===== config.mk =====
export PLATFORM = sky130hd
export DESIGN_NAME = gcis_cell
export DESIGN_NICKNAME = d
export VERILOG_FILES = /design/src/gcis_pkg.sv /design/src/gcis_cell.sv
export SDC_FILE = /design/constraint.sdc
export NUM_CORES = 1
export LEC_CHECK = 0
export BUFFER_PORTS_ARGS = -buffer_cell sky130_fd_sc_hd__buf_4
export CORE_UTILIZATION = 45
export DETAILED_ROUTE_END_ITERATION = 10
export PLACE_DENSITY_LB_ADDON = 0.15
export SLEW_MARGIN = 20
export SYNTH_ARGS = -nofsm -noshare
export SYNTH_HDL_FRONTEND = slang
export SYNTH_SLANG_ARGS = --single-unit

===== constraint.sdc =====
create_clock -name clk_i -period 2.8 [get_ports clk_i]
set_clock_uncertainty 0.05 [all_clocks]
set_input_delay 0.28 -clock clk_i [delete_from_list [all_inputs] [get_ports clk_i]]
set_output_delay 0.28 -clock clk_i [all_outputs]
set_load 0.03 [all_outputs]

===== src/gcis_pkg.sv =====
// ----------------------------------------------------------------------------
// gcis_pkg
// shared types and constants of the grid cell index search
// ----------------------------------------------------------------------------
package gcis_pkg;

  localparam int MaxCells = 256;  // cells in the chain, node table holds one more

  localparam int CoordW   = 32;  // signed q16.16 coordinate
  localparam int TolW     = 31;  // unsigned q15.16 tolerance
  localparam int SumW     = 33;  // coordinate +/- tolerance, never wraps
  localparam int CfgIdxW  = 8;   // first / last interior cell
  localparam int CountW   = 9;   // cell count, node index, found cell
  localparam int CellIdxW = 10;  // signed result index
  localparam int ModeW    = 3;
  localparam int OutW     = 2;
  localparam int RegSelW  = 2;

  // operations
  localparam logic OpWrite = 1'b0;
  localparam logic OpQuery = 1'b1;

  // search modes
  localparam logic [ModeW-1:0] ModePlain   = 3'd0;
  localparam logic [ModeW-1:0] ModeLowOne  = 3'd1;
  localparam logic [ModeW-1:0] ModeHigh    = 3'd2;
  localparam logic [ModeW-1:0] ModeExtLow  = 3'd3;
  localparam logic [ModeW-1:0] ModeExtHigh = 3'd4;

  // outcome codes
  localparam logic [OutW-1:0] OutFound   = 2'd0;
  localparam logic [OutW-1:0] OutClampLo = 2'd1;
  localparam logic [OutW-1:0] OutClampHi = 2'd2;
  localparam logic [OutW-1:0] OutNone    = 2'd3;

  // configuration register indexes
  localparam logic [RegSelW-1:0] RegFirstInterior = 2'd0;
  localparam logic [RegSelW-1:0] RegLastInterior  = 2'd1;
  localparam logic [RegSelW-1:0] RegCellCount     = 2'd2;

  localparam logic signed [CellIdxW-1:0] NoCell = '1;

  // query context, broadcast to every cell while a query is in flight
  typedef struct packed {
    logic signed [SumW-1:0] xpt;       // coordinate plus tolerance
    logic signed [SumW-1:0] xmt;       // coordinate minus tolerance
    logic                   lo_en;
    logic [CountW-1:0]      lo_node;
    logic [CountW-1:0]      hi_node;
    logic                   highest;
    logic                   from_one;
    logic                   extended;
    logic                   bad_mode;
  } qry_t;

  // token handed from cell to cell
  typedef struct packed {
    logic              valid;
    logic              lo_hit;
    logic              hi_hit;
    logic              prev_ok;   // coordinate + tol >= previous node
    logic              found;
    logic [CountW-1:0] idx;
  } trav_t;

endpackage


===== src/gcis_cell.sv =====
// ----------------------------------------------------------------------------
// gcis_cell
// holds one node coordinate and tests the cell that ends at this node, if any
// ----------------------------------------------------------------------------
module gcis_cell import gcis_pkg::*; #(
  parameter int Index = 0
) (
  input  logic              clk_i,
  input  logic              rst_ni,
  input  qry_t              qry_i,
  input  logic [CountW-1:0] cell_count_i,
  input  logic              wr_en_i,
  input  logic [CountW-1:0] wr_idx_i,
  input  logic [CoordW-1:0] wr_data_i,
  input  trav_t             trav_i,
  output trav_t             trav_o
);

  localparam bit HasCell = Index > 0;
  localparam int CellNo  = (Index > 0) ? Index - 1 : 0;

  logic signed [CoordW-1:0] node_q;
  logic signed [SumW-1:0]   node_ext;
  logic                     gt, lt, at_lo, at_hi, in_range, match;
  trav_t                    trav_d, trav_q;

  assign node_ext = SumW'(node_q);
  assign gt       = qry_i.xmt > node_ext;
  assign lt       = qry_i.xpt < node_ext;
  assign at_lo    = qry_i.lo_en && (int'(qry_i.lo_node) == Index);
  assign at_hi    = int'(qry_i.hi_node) == Index;
  assign in_range = HasCell && (CellNo < int'(cell_count_i)) &&
                    !(qry_i.from_one && (CellNo == 0));
  assign match    = in_range && trav_i.prev_ok && !gt;

  always_comb begin
    trav_d         = trav_i;
    trav_d.lo_hit  = trav_i.lo_hit | (at_lo & lt);
    trav_d.hi_hit  = trav_i.hi_hit | (at_hi & gt);
    trav_d.prev_ok = !lt;
    // highest search keeps the last hit, lowest search the first
    if (match && (qry_i.highest || !trav_i.found)) begin
      trav_d.found = 1'b1;
      trav_d.idx   = CountW'(CellNo);
    end
  end

  always_ff @(posedge clk_i) begin
    if (wr_en_i && (int'(wr_idx_i) == Index)) begin
      node_q <= wr_data_i;
    end
  end

  always_ff @(posedge clk_i or negedge rst_ni) begin
    if (!rst_ni) begin
      trav_q <= '0;
    end else begin
      trav_q <= trav_d;
    end
  end

  assign trav_o = trav_q;

endmodule

==> metrics <==
Die ar. 7040 um^2; CP endpoint kind flop; Ys Warns 0; syn avg cell area 11.3 um^2; final setup fails 0; power density over the cells 339 nW/um^2; cells after synthesis 266; register-to-register path setup slack 0.56 ns; Slew Viols, Final 0; final-stage net count 651; diodes inserted 0; Yosys top cell by area edfxtp_1; vias post-DR 2626; Synth area leaders edfxtp_1 32%, ha_1 27%, dfrtp_1 12%; status finished, violations left; required time of the critical path 2.93 ns; maximum root-to-sink buffer count 2; DP Wirelength 6310 um; Hold Path Depth 1; ANT nets after route 0; iteration-0 DRC count of the detailed router 76; Die Y 83.9 um; Final min period 2.24 ns; # rows 29; DRC violation count after routing 18; worst IR drop on VDD 0.256 mV; Hold Path Sink trav_o[7]; beginning of the worst register-to-register path node_q[14]; min-delay worst type in -> reg; GRT Total Usage 21.9%; first-pass GRT wire length 12000 um; IO Port Bufs 155; clock slew at reported path FFs 0.09 ns; final core occ 68.4%; Final period util 79.8%; grt total ovfl 0; most frequent cells in the layout 156 x buf_4, 65 x ha_1, 34 x inv_1; top cell type's share of synthesized area 31.8%; f_max 447 MHz; most common cell after layout, fill and taps aside buf_4; DP Area 4290 um^2; post-cts sizing count 0; Starting Density 47.0%; hold_sp trav_i[7]; post-synthesis net count 487; Critical Path Fanout Max 3; setup TNS 0 ns; DR vias/cell 5.17; WL final 7400 um; P_leak 2.18 nW; Crit Path Class reg -> reg; worst rel slew slack 67.4%; total core area 6420 um^2; worst r2r dst trav_o[11]; reg2reg path depth 8; area added between synthesis and finish 45.6%; total power 0.00149 W; worst-margin pin slew 0.484 ns; share of layout cells above drive strength 1 40.1%; cell area after layout 4390 um^2; wire length per cell 14.6 um; Arr. time, crit path 2.36 ns; antenna violations before repair 0; largest net degree at the start of global routing 33; clk_lat worst skew 0.30 ns; routability cong. 0.861; root buf cell clkbuf_8; unrepaired setup endpoints after global routing false; H-tree Lvls 2; die width 83.9 um; Netlist cell types 38; Setup WS pre-CTS 0.580 ns; Ports 170; vias in the first global route 2773; Detailed Routing Iterations Pass 1 7; Final WS setup 0.565 ns; sequential-to-total area share from yosys stat 43.4%; startpoint types flop; Fill cells 506; Syn Std Cell Area 3020 um^2; Hold Fails Final Rpt 0; number of synthesized register bits 46; Sink Count 46; Num CTS Buffers 5; CTS tree done; failing checks DRC; max cap viols 0
synthesized netlist by cell type, drive strengths merged:
| cell | instances |
|---|---|
| a21o | 4 |
| nand4 | 12 |
| inv | 34 |
| a22oi | 1 |
| a21oi | 27 |
| and4 | 3 |
| dfrtp | 14 |
| o311a | 1 |
| o22ai | 1 |
| nor3b | 3 |
| o21ai | 12 |
| edfxtp | 32 |
| a211oi | 4 |
| nor2b | 2 |
| nor3 | 1 |
| nand3 | 4 |
| ha | 65 |
| nand2 | 18 |
| nor2 | 8 |
| and3 | 2 |
| a31oi | 1 |
| o211ai | 1 |
| o2bb2ai | 1 |
| a221oi | 1 |
| a311o | 1 |
| a221o | 1 |
| and4b | 1 |
| nor4 | 8 |
| xnor2 | 1 |
| or4b | 1 |
| or4 | 1 |
per-stage QoR:
| step | std cells | hold WS, ns |
|---|---|---|
| after floorplan | 266 | -0.0656 |
| after global placement | 499 | 0.0851 |
| after detailed placement | 499 | 0.0832 |
| after CTS | 508 | 0.0178 |
| after global routing | 508 | 0.00138 |
| final | 508 | 0.0265 |
state kept, by name, summed over array words and instances, names as in the netlist:
signal and count:
node_q 32, trav_o 14
timing repair:
| action | 4_1_cts | 5_1_grt |
|---|---|---|
| endpoints found under the setup margin | 0 | 0 |
| hold endpoints to repair | 14 | 0 |
| hold buffers | 1 | 0 |
| buffers inserted | 0 | 0 |
report_power, final:
| group | switching [W] | leakage [nW] | internal (W) |
|---|---|---|---|
| clock network | 0.000251 | 0.0506 | 0.000187 |
| logic | 0.000123 | 1.68 | 0.000187 |
| registers | 0.00000339 | 0.451 | 0.000740 |
| total | 0.000377 | 2.18 | 0.00111 |
cell type report:
class	instances	area [um^2]	area share (%)
multi-input cells	186	1580	35.9
clock buffers	5	68.8	1.57
clock inverters	3	28.8	0.655
repair buffers	157	1180	26.9
flip-flops and latches	46	1310	29.8
well taps	77	96.3	2.19
inverters	34	128	2.91
worst max-delay path: stages (launching register included):
cell	delay, ns
edfxtp_1	0.34
inv_1	0.06
ha_1	0.32
nand4_2	0.14
nor4_2	0.34
nand3_1	0.16
o311a_1	0.39
a211oi_2	0.19
o21ai_1	0.12
routing by layer:
metal | global-route usage (%) | wire length, um | vias up
li1 | - | - | 1329
met1 | 23.9 | 2910 | 1176
met2 | 40.7 | 3700 | 113
met3 | 6.73 | 710 | 8
met4 | 5.80 | 84 | 0
met5 | 0 | 0 | -
worst max-delay path by stage:
stage	cells past startpoint	start	endpoint	slack (ns)
after CTS	8	node_q[31]	trav_o[12]	0.56
after global routing	8	node_q[31]	trav_o[12]	0.43
after detailed placement	8	node_q[31]	trav_o[12]	0.58
after global placement	8	node_q[31]	trav_o[12]	0.61
final	8	node_q[14]	trav_o[11]	0.56
after floorplan	8	node_q[31]	trav_o[12]	0.84
logic make-up after synthesis:
| kind of cell | after synthesis | share of synthesized area [%] |
|---|---|---|
| fa+ha+maj | 65 | 26.9 |
| simple gates | 64 | 14.0 |
| compound gates | 56 | 11.1 |
| flops | 46 | 43.4 |
| buf+inv | 34 | 4.23 |
| xor+xnor | 1 | 0.290 |
Power figures use the tool's default switching activity.
